`src/design/rsic_pkg.sv`:
```
// ============================================================================
// rsic_pkg
// Shared types and constants for the reservation station issue/complete core.
// ============================================================================
package rsic_pkg;

    localparam int CmdW = 2;
    localparam logic [1:0] CMD_TICK     = 2'd0;
    localparam logic [1:0] CMD_DISPATCH = 2'd1;
    localparam logic [1:0] CMD_PRESET   = 2'd2;

    localparam logic [2:0] KIND_ISSUED    = 3'd0;
    localparam logic [2:0] KIND_COMPLETED = 3'd1;
    localparam logic [2:0] KIND_FREED     = 3'd2;
    localparam logic [2:0] KIND_SUMMARY   = 3'd3;
    localparam logic [2:0] KIND_DISPATCH  = 3'd4;

    localparam logic REG_ISSUE_WIDTH  = 1'b0;
    localparam logic REG_EXEC_LATENCY = 1'b1;

    // Input word fields, from the highest bit down.
    typedef struct packed {
        logic [7:0] preset_count;
        logic       preset_valid;
        logic       dst_used;
        logic [5:0] dst_reg;
        logic       src_b_used;
        logic [5:0] src_b;
        logic       src_a_used;
        logic [5:0] src_a;
        logic [7:0] op_tag;
        logic [1:0] command;
    } in_word_t;

    typedef struct packed {
        logic [4:0] busy_units;
        logic [4:0] occupancy;
        logic       accepted;
        logic [5:0] freed_reg;
        logic [7:0] out_tag;
        logic [2:0] kind;
    } out_word_t;

endpackage

```
`src/design/rsic_ram.sv`:
```
// ============================================================================
// rsic_ram
// Generic single-port RAM with a registered read.
// ============================================================================
module rsic_ram #(
    parameter int WIDTH = 8,
    parameter int DEPTH = 16
) (
    input  logic                     aclk,
    input  logic                     we,
    input  logic [$clog2(DEPTH)-1:0] addr,
    input  logic [WIDTH-1:0]         wdata,
    output logic [WIDTH-1:0]         rdata
);
    logic [WIDTH-1:0] mem [DEPTH];

    always_ff @(posedge aclk) begin
        if (we) begin
            mem[addr] <= wdata;
        end
        rdata <= mem[addr];
    end
endmodule

```
`src/design/reservation_station_issue_complete_core.sv`:
```
// ============================================================================
// reservation_station_issue_complete_core
// Reservation station with wakeup/select and a physical-register scoreboard.
// ============================================================================
// A tick walks the slots twice, first to issue and then to retire. Each
// issued op emits an issue word, and each retired op emits its completion
// word and then does a read-modify-write of the scoreboard for each of its
// two sources. Each freed register emits a further word. A finished word
// waits for the output register to be free. The input is not ready while
// a command is handled.
// Result words carry tuser = kind and tlast on the final word of each command.
module reservation_station_issue_complete_core #(
    parameter int STATION_SLOTS  = 16,
    parameter int PHYS_REG_COUNT = 64,
    parameter int MAX_ISSUE      = 4
) (
    input  logic        aclk,
    input  logic        aresetn,
    input  logic        s_tvalid,
    output logic        s_tready,
    // command, op_tag, src_a, src_a_used, src_b, src_b_used, dst_reg,
    // dst_used, preset_valid, preset_count (lowest bit up), 40 bits
    input  logic [39:0] s_tdata,
    output logic        m_tvalid,
    input  logic        m_tready,
    // out_tag, freed_reg, accepted, occupancy, busy_units (lowest bit up)
    output logic [31:0] m_tdata,
    // kind
    output logic [2:0]  m_tuser,
    output logic        m_tlast,
    input  logic        cfg_we,
    input  logic        cfg_index,
    input  logic [3:0]  cfg_wdata
);
    import rsic_pkg::*;

    localparam int SW = $clog2(STATION_SLOTS);
    localparam int CW = $clog2(STATION_SLOTS + 1);
    localparam int RW = (PHYS_REG_COUNT > 64) ? $clog2(PHYS_REG_COUNT) : 6;
    localparam int AW = $clog2(PHYS_REG_COUNT);

    typedef enum logic [3:0] {
        ST_IDLE, ST_DISP, ST_PRESET, ST_ISCAN, ST_ISCAN_W, ST_RSCAN, ST_RSCAN_W,
        ST_SRC_RD, ST_SRC_W, ST_SRC_WB, ST_SUMMARY, ST_EMIT
    } state_t;

    state_t state_reg, ret_reg;
    in_word_t in_reg;
    in_word_t s_word;
    logic [2:0]  iw_reg;
    logic [3:0]  lat_reg;
    logic [31:0] now_reg;
    logic [STATION_SLOTS-1:0] busy_reg, issued_reg;
    logic [PHYS_REG_COUNT-1:0] rdy_reg;
    logic [SW-1:0] idx_reg;
    logic [3:0] budget_reg;
    logic [CW-1:0] busyu_reg;
    logic src_sel_reg;
    logic [RW-1:0] sreg_reg;
    logic srcv_reg;
    out_word_t ow_reg;
    out_word_t pend_reg;
    logic last_reg;
    logic pend_last_reg;
    logic ovalid_reg;

    assign s_word = s_tdata;

    // Slot memory: tag, sources, dest, done time.
    localparam int SLW = 8 + 14 + 7 + 32;
    logic slot_we;
    logic [SW-1:0] slot_addr;
    logic [SLW-1:0] slot_wd, slot_rd;
    rsic_ram #(.WIDTH(SLW), .DEPTH(STATION_SLOTS)) u_slot (
        .aclk(aclk), .we(slot_we), .addr(slot_addr), .wdata(slot_wd), .rdata(slot_rd)
    );
    logic [7:0]  rd_tag;
    logic [13:0] rd_src;
    logic [6:0]  rd_dst;
    logic [31:0] rd_done;
    assign {rd_done, rd_dst, rd_src, rd_tag} = slot_rd;

    // Users counts; valid bits give the zero reset value.
    logic [PHYS_REG_COUNT-1:0] uval_reg;
    logic u_we;
    logic [AW-1:0] u_addr;
    logic [7:0] u_wd, u_rd;
    rsic_ram #(.WIDTH(8), .DEPTH(PHYS_REG_COUNT)) u_users (
        .aclk(aclk), .we(u_we), .addr(u_addr), .wdata(u_wd), .rdata(u_rd)
    );

    function automatic logic rd_ready(input logic [RW-1:0] r,
                                      input logic [PHYS_REG_COUNT-1:0] v);
        logic ok;
        ok = 1'b1;
        if (32'(r) < PHYS_REG_COUNT) begin
            ok = v[AW'(r)];
        end
        return ok;
    endfunction

    logic [SW-1:0] free_idx;
    logic free_any;
    always_comb begin
        free_idx = '0;
        free_any = 1'b0;
        for (int i = STATION_SLOTS - 1; i >= 0; i--) begin
            if (!busy_reg[i]) begin
                free_idx = SW'(i);
                free_any = 1'b1;
            end
        end
    end

    logic src_a_ok, src_b_ok;
    assign src_a_ok = !rd_src[6] || rd_ready(RW'(rd_src[5:0]), rdy_reg);
    assign src_b_ok = !rd_src[13] || rd_ready(RW'(rd_src[12:7]), rdy_reg);

    logic [7:0] u_cur, u_dec;
    assign u_cur = uval_reg[AW'(sreg_reg)] ? u_rd : 8'd0;
    assign u_dec = (u_cur != 8'd0) ? u_cur - 8'd1 : 8'd0;

    logic [6:0] cur_src;
    assign cur_src = src_sel_reg ? rd_src[13:7] : rd_src[6:0];

    always_comb begin
        slot_we   = 1'b0;
        slot_addr = idx_reg;
        slot_wd   = slot_rd;
        u_we      = 1'b0;
        u_addr    = AW'(sreg_reg);
        u_wd      = u_dec;
        unique case (state_reg)
            ST_IDLE: begin
                slot_addr = free_idx;
                u_addr = AW'(s_word.dst_reg);
            end
            ST_DISP: begin
                slot_addr = free_idx;
                slot_we = free_any;
                slot_wd = {32'd0, in_reg.dst_used, in_reg.dst_reg, in_reg.src_b_used,
                           in_reg.src_b, in_reg.src_a_used, in_reg.src_a, in_reg.op_tag};
            end
            ST_PRESET: begin
                u_addr = AW'(in_reg.dst_reg);
                u_wd = in_reg.preset_count;
                u_we = (32'(in_reg.dst_reg) < PHYS_REG_COUNT);
            end
            ST_ISCAN_W: begin
                slot_we = busy_reg[idx_reg] && !issued_reg[idx_reg] && src_a_ok && src_b_ok
                          && budget_reg != 4'd0;
                slot_wd = {now_reg + 32'(lat_reg), rd_dst, rd_src, rd_tag};
            end
            ST_SRC_WB: begin
                u_we = srcv_reg;
            end
            default: ;
        endcase
    end

    assign s_tready = (state_reg == ST_IDLE);
    assign m_tvalid = ovalid_reg;
    assign m_tuser  = ow_reg.kind;
    assign m_tdata  = {7'd0, ow_reg[$bits(out_word_t)-1:3]};
    assign m_tlast  = last_reg;

    always_ff @(posedge aclk) begin
        if (!aresetn) begin
            state_reg  <= ST_IDLE;
            ret_reg    <= ST_IDLE;
            iw_reg     <= 3'd2;
            lat_reg    <= 4'd1;
            now_reg    <= '0;
            busy_reg   <= '0;
            issued_reg <= '0;
            rdy_reg    <= '1;
            uval_reg   <= '0;
            ovalid_reg <= 1'b0;
            last_reg   <= 1'b0;
            pend_last_reg <= 1'b0;
            idx_reg    <= '0;
            budget_reg <= '0;
            busyu_reg  <= '0;
            src_sel_reg <= 1'b0;
        end else begin
            if (cfg_we) begin
                if (cfg_index == REG_ISSUE_WIDTH) begin
                    iw_reg <= cfg_wdata[2:0];
                end else begin
                    lat_reg <= cfg_wdata;
                end
            end
            if (ovalid_reg && m_tready) begin
                ovalid_reg <= 1'b0;
            end
            unique case (state_reg)
                ST_IDLE: begin
                    if (s_tvalid) begin
                        in_reg <= s_word;
                        priority case (s_word.command)
                            CMD_TICK: begin
                                state_reg  <= ST_ISCAN;
                                idx_reg    <= '0;
                                busyu_reg  <= '0;
                                budget_reg <= (32'(iw_reg) > MAX_ISSUE) ? 4'(MAX_ISSUE)
                                                                          : 4'(iw_reg);
                            end
                            CMD_DISPATCH: state_reg <= ST_DISP;
                            CMD_PRESET:   state_reg <= ST_PRESET;
                            default:      state_reg <= ST_IDLE;
                        endcase
                    end
                end
                ST_DISP: begin
                    if (free_any) begin
                        busy_reg[free_idx]   <= 1'b1;
                        issued_reg[free_idx] <= 1'b0;
                    end
                    pend_reg <= '{kind: KIND_DISPATCH, accepted: free_any, default: '0};
                    pend_last_reg <= 1'b1;
                    ret_reg   <= ST_IDLE;
                    state_reg <= ST_EMIT;
                end
                ST_PRESET: begin
                    if (32'(in_reg.dst_reg) < PHYS_REG_COUNT) begin
                        rdy_reg[AW'(in_reg.dst_reg)]  <= in_reg.preset_valid;
                        uval_reg[AW'(in_reg.dst_reg)] <= 1'b1;
                    end
                    state_reg <= ST_IDLE;
                end
                ST_ISCAN: state_reg <= ST_ISCAN_W;
                ST_ISCAN_W: begin
                    state_reg <= ST_ISCAN;
                    if (32'(idx_reg) == STATION_SLOTS - 1) begin
                        ret_reg <= ST_RSCAN;
                    end else begin
                        ret_reg <= ST_ISCAN;
                    end
                    if (slot_we) begin
                        issued_reg[idx_reg] <= 1'b1;
                        budget_reg <= budget_reg - 4'd1;
                        pend_reg <= '{kind: KIND_ISSUED, out_tag: rd_tag, default: '0};
                        pend_last_reg <= 1'b0;
                        state_reg <= ST_EMIT;
                    end else if (32'(idx_reg) == STATION_SLOTS - 1) begin
                        state_reg <= ST_RSCAN;
                    end
                    idx_reg <= (32'(idx_reg) == STATION_SLOTS - 1) ? '0 : idx_reg + 1'b1;
                end
                ST_RSCAN: state_reg <= ST_RSCAN_W;
                ST_RSCAN_W: begin
                    src_sel_reg <= 1'b0;
                    if (busy_reg[idx_reg] && issued_reg[idx_reg] && rd_done <= now_reg) begin
                        if (rd_dst[6]) begin
                            if (32'(rd_dst[5:0]) < PHYS_REG_COUNT) begin
                                rdy_reg[AW'(rd_dst[5:0])] <= 1'b1;
                            end
                        end
                        busy_reg[idx_reg]   <= 1'b0;
                        issued_reg[idx_reg] <= 1'b0;
                        pend_reg <= '{kind: KIND_COMPLETED, out_tag: rd_tag, default: '0};
                        pend_last_reg <= 1'b0;
                        ret_reg   <= ST_SRC_RD;
                        state_reg <= ST_EMIT;
                    end else begin
                        if (busy_reg[idx_reg] && issued_reg[idx_reg]) begin
                            busyu_reg <= busyu_reg + 1'b1;
                        end
                        if (32'(idx_reg) == STATION_SLOTS - 1) begin
                            state_reg <= ST_SUMMARY;
                        end else begin
                            idx_reg   <= idx_reg + 1'b1;
                            state_reg <= ST_RSCAN;
                        end
                    end
                end
                ST_SRC_RD: begin
                    sreg_reg  <= RW'(cur_src[5:0]);
                    srcv_reg  <= cur_src[6] && (32'(cur_src[5:0]) < PHYS_REG_COUNT);
                    state_reg <= ST_SRC_W;
                end
                ST_SRC_W: state_reg <= ST_SRC_WB;
                ST_SRC_WB: begin
                    if (srcv_reg) begin
                        uval_reg[AW'(sreg_reg)] <= 1'b1;
                    end
                    src_sel_reg <= 1'b1;
                    if (src_sel_reg) begin
                        ret_reg <= ST_RSCAN;
                    end else begin
                        ret_reg <= ST_SRC_RD;
                    end
                    if (srcv_reg && !rdy_reg[AW'(sreg_reg)] && u_dec == 8'd0) begin
                        pend_reg <= '{kind: KIND_FREED, freed_reg: sreg_reg[5:0], default: '0};
                        pend_last_reg <= 1'b0;
                        state_reg <= ST_EMIT;
                    end else if (src_sel_reg) begin
                        state_reg <= ST_RSCAN;
                    end else begin
                        state_reg <= ST_SRC_RD;
                    end
                    if (src_sel_reg) begin
                        if (32'(idx_reg) == STATION_SLOTS - 1) begin
                            ret_reg <= ST_SUMMARY;
                            if (!(srcv_reg && !rdy_reg[AW'(sreg_reg)] && u_dec == 8'd0)) begin
                                state_reg <= ST_SUMMARY;
                            end
                        end else begin
                            idx_reg <= idx_reg + 1'b1;
                        end
                    end
                end
                ST_SUMMARY: begin
                    pend_reg <= '{kind: KIND_SUMMARY,
                                  occupancy: 5'($countones(busy_reg)),
                                  busy_units: 5'(busyu_reg), default: '0};
                    pend_last_reg <= 1'b1;
                    now_reg   <= now_reg + 32'd1;
                    ret_reg   <= ST_IDLE;
                    state_reg <= ST_EMIT;
                end
                ST_EMIT: begin
                    if (!ovalid_reg || m_tready) begin
                        ow_reg     <= pend_reg;
                        last_reg   <= pend_last_reg;
                        ovalid_reg <= 1'b1;
                        state_reg  <= ret_reg;
                    end
                end
                default: state_reg <= ST_IDLE;
            endcase
        end
    end
endmodule

```
`config.mk`:
```
export PLATFORM = sky130hd
export DESIGN_NAME = reservation_station_issue_complete_core
export DESIGN_NICKNAME = d
export VERILOG_FILES = /design/src/design/rsic_pkg.sv /design/src/design/rsic_ram.sv /design/src/design/reservation_station_issue_complete_core.sv
export SDC_FILE = /design/constraint.sdc
export NUM_CORES = 2
export LEC_CHECK = 0
export BUFFER_PORTS_ARGS = -buffer_cell sky130_fd_sc_hd__buf_2
export CAP_MARGIN = 10
export CORE_ASPECT_RATIO = 0.75
export CORE_UTILIZATION = 57
export DETAILED_ROUTE_END_ITERATION = 8
export MAX_ROUTING_LAYER = met4
export PLACE_DENSITY = 0.73
export SLEW_MARGIN = 0
export SYNTH_ARGS = -nofsm -noshare
export SYNTH_HDL_FRONTEND = slang
export SYNTH_HIERARCHICAL = 1
export SYNTH_SLANG_ARGS = --single-unit
export TNS_END_PERCENT = 30
```
`constraint.sdc`:
```
create_clock -name aclk -period 8.4 [get_ports aclk]
set_input_delay 0.42 -clock aclk [delete_from_list [all_inputs] [get_ports aclk]]
set_output_delay 0.42 -clock aclk [all_outputs]
set_load 0.01 [all_outputs]
```
==> results.py <==
metrics = {
    "clocking": {
        "cts_resized": 0,
        "htreeDepth": 4,
        "cts_buffers": 172,
        "cts_tree": "done",
        "postCtsSetupRepairBufs": 0,
        "cts_hold_buf": 48,
        "cts_root_buf": "clkbuf_16",
        "insertion_delay_ns": 0.84,
        "clkSinkCount": 1882,
        "cts_buffer_depth": 3,
        "clkSlewWorstSetupHoldPaths_ns": 0.06,
    },
    "min_path": {
        "min_from": "aresetn",
        "min_to": "iw_reg[1]$_SDFFE_PN1P_",
        "hold_depth": 2,
        "hold_path_class": "in -> reg",
    },
    "global_route": {
        "antenna_found_initial": 4,
        "grt_pass1_wl_mm": 306.7,
        "grt_max_degree": 130,
        "grtUsageTotal_pct": 30.96,
        "grt_remaining_overflow": 0,
        "grt_pass1_vias": 45400,
    },
    "die": {
        "fp.dieW_um": 429.8,
        "pin_count": 88,
        "row_count": 117,
        "die_h_um": 322.8,
        "die_area_um2": 138700,
        "core_area_um2": 136000,
        "start_util_pct": 57.52,
    },
    "power_and_ir_drop": {
        "power.leakage_nw": 27.21,
        "p_per_area_nw_per_um2": 251.9,
        "vdd_drop_max_v": 0.0002102,
    },
    "yosys": {
        "synth_compound_area_share_pct": 9.485,
        "ys_warn_count": 6,
        "synth_edf_count": 1589,
        "ys.flop_type": "edfxtp_1",
        "syn_inst": 5088,
        "synthSimpleGateAreaFrac_pct": 6.892,
        "yosysSeqAreaShare_pct": 68.50,
        "yosys.area.top_type": "edfxtp_1",
        "async_flop_share_pct": 0,
        "syn_area_um2": 78220,
        "avgSynthCellArea_um2": 15.37,
        "yosys-top-cells-area": "edfxtp_1, mux4_2, dfxtp_1, a22oi_1, nand2_1",
        "synth_cell_types": 96,
        "synth_top_area_share_pct": 61.00,
        "synth_fa_ha_area_share_pct": 1.081,
        "synth_commonest_cells": "edfxtp_1, nand2_1, mux4_2",
        "muxShareOfSynthArea_pct": 10.71,
        "synth_seq_cells": 1882,
        "synth_most_common_cell": "edfxtp_1",
        "synth_top_family_by_area": "multiplexers",
        "synth_xor_area_share_pct": 0.6942,
    },
    "critical_path": {
        "r2r_start": "state_reg[0]$_SDFFE_PN0P_",
        "critical_path.max_fanout": 36,
        "rr_endpoint": "u_slot/mem[2][22]$_DFFE_PP_",
        "cp.arrival_ns": 6.84,
        "path_class": "reg -> reg",
        "reg2reg_setup_slack_ns": 2.01,
        "setup.worst_path.start_class": "register",
        "crit_start": "state_reg[0]$_SDFFE_PN0P_",
        "end_kind": "register",
        "rr_worst_depth": 10,
        "worstPathRequired_ns": 8.84,
    },
    "finish": {
        "largest_reg_flops": 976,
        "synthToLayoutAreaGrowth_pct": 10.79,
        "fin_cells": 7079,
        "largest_registers": "u_slot/mem x976, u_users/mem x512",
        "largest-register": "u_slot/mem",
        "multi_input_area_um2": 22910,
        "fin_nets": 5252,
        "final.fill_count": 9440,
        "drive_above_1_share_pct": 16.90,
        "seqCellArea_um2": 53580,
    },
    "placement": {
        "dpl.cell_count": 6703,
        "dp_hpwl_mm": 127.2,
        "portBuffers": 80,
        "place_congestion": 0.9879,
    },
    "route": {
        "vias": 48030,
        "wl_mm": 209.5,
        "dr.first_iter.drc_count": 6864,
        "top_layer": "met4",
        "wl_met1_mm": 88.06,
        "wl_met2_mm": 88.50,
        "drtPass1Iterations": 7,
        "wire_per_inst_um": 29.60,
        "postRouteAntennaNets": 0,
        "viasPerCell": 6.785,
        "met3WireLength_mm": 28.40,
        "drc": 0,
    },
    "flow_run": {
        "drv_cap": 0,
    },
    "status": {
        "status": "finished, final reports clean",
    },
    "sta": {
        "finalSetupViolations": 0,
        "finalSetupTns_ns": 0,
        "tightest_slew_ns": 1.286,
        "maxSlewHeadroom_pct": 14.26,
        "hold_violations": 0,
        "fin_crit_sh_pct": 76.09,
        "skew_ns": 0.04413,
        "rsz0062_at_grt": "no",
        "drv_slew": 0,
        "min_period_ns": 6.391,
        "fmax_mhz": 156.5,
    },
}
## power breakdown
part	total (mW)	switching (mW)	internal, mW
Clock	8.03	3.52	4.51
Sequential	11.0	0.189	10.8
Combinational	2.81	1.98	0.827
## critical path, stage by stage, from the launching register on
cell	delay, ns
dfxtp_1	0.51
nor2_1	1.02
and2_1	0.38
nor2b_1	0.55
o211ai_1	0.23
nor3_1	0.24
and3_1	0.60
or2_2	0.29
or3b_2	0.58
nor2_4	0.86
buf_4	0.71
## worst max path at each step
stage	to	depth (start not counted)	slack (ns)
2_1_floorplan	u_slot/mem[0][0]$_DFFE_PP_	10	0.74
3_3_place_gp	u_slot/mem[2][27]$_DFFE_PP_	10	2.30
3_5_place_dp	u_slot/mem[2][27]$_DFFE_PP_	10	2.23
4_1_cts	u_slot/mem[2][17]$_DFFE_PP_	10	2.17
5_1_grt	u_slot/mem[2][22]$_DFFE_PP_	10	1.79
6_report	u_slot/mem[2][22]$_DFFE_PP_	10	2.01
## cell usage in the layout (no fill, tap or decap), types with 27 or more instances in the layout
| master | Yosys | layout |
|---|---|---|
| o22ai_1 | 117 | 117 |
| a21boi_0 | 47 | 47 |
| nand4_1 | 28 | 28 |
| nand2_1 | 362 | 359 |
| a31oi_1 | 38 | 38 |
| mux4_2 | 317 | 317 |
| buf_2 | 76 | 79 |
| clkinv_1 | 2 | 27 |
| o211ai_1 | 53 | 53 |
| dlygate4sd3_1 | 0 | 48 |
| ha_1 | 50 | 50 |
| nor2_1 | 244 | 225 |
| clkinv_2 | 0 | 27 |
| o311ai_0 | 29 | 29 |
| mux2i_1 | 74 | 74 |
| a221oi_1 | 88 | 88 |
| a21oi_1 | 131 | 127 |
| nor3_1 | 146 | 140 |
| mux2_2 | 38 | 38 |
| buf_4 | 20 | 107 |
| inv_1 | 74 | 74 |
| nor2b_1 | 80 | 74 |
| clkbuf_16 | 0 | 174 |
| o21ai_0 | 190 | 183 |
| nand3_1 | 54 | 54 |
| xnor2_1 | 59 | 59 |
| dfxtp_1 | 293 | 293 |
| edfxtp_1 | 1589 | 1589 |
| clkbuf_1 | 215 | 35 |
| a22oi_1 | 238 | 238 |
| and2_1 | 53 | 50 |
## metrics by stage
stage / hold WS, ns / power [mW] / setup WS (ns) / cell area, µm² / utilization, %
floorplan: 0.4003 / 12.81 / 0.7424 / 78250 / -
global placement: 0.4018 / 13.82 / 2.296 / 80340 / 59.07
detailed placement: 0.4045 / 13.88 / 2.225 / 80340 / 59.07
CTS: 0.01167 / 21.82 / 2.170 / 86640 / 63.71
global route: 0.04978 / 22.40 / 1.787 / 86660 / 63.72
finish: 0.04386 / 21.83 / 2.009 / 86660 / 63.72
## per-layer routing
metal  global-route usage [%]  vias to the layer above
li1                         -                    20290
met1                    46.36                    24220
met2                    41.66                     3181
met3                    8.760                      347
met4                    7.810                        0
met5                        -                        -
## final cells by class
cell class                      count  share of cell area (%)
Antenna cell                        5                 0.01444
Clock buffer                      225                   5.416
Clock inverter                     97                   1.302
Inverter                           78                  0.3378
Multi-Input combinational cell   2766                   26.43
Sequential cell                  1882                   61.83
Tap cell                         1785                   2.577
Timing Repair Buffer              241                   2.089
## logic make-up (layout without fill, tap and decap cells)
kind of cell / Yosys count / in the layout
flip-flops: 1882 / 1882
AND/OR/NAND/NOR: 1123 / 1123
AO/OA/AOI/OAI: 1080 / 1080
buffers and inverters: 446 / 641
multiplexers: 433 / 433
XOR/XNOR: 62 / 62
adder cells (fa/ha/maj): 61 / 61
other: 1 / 12
No activity file was read; power rests on OpenSTA's default activity.
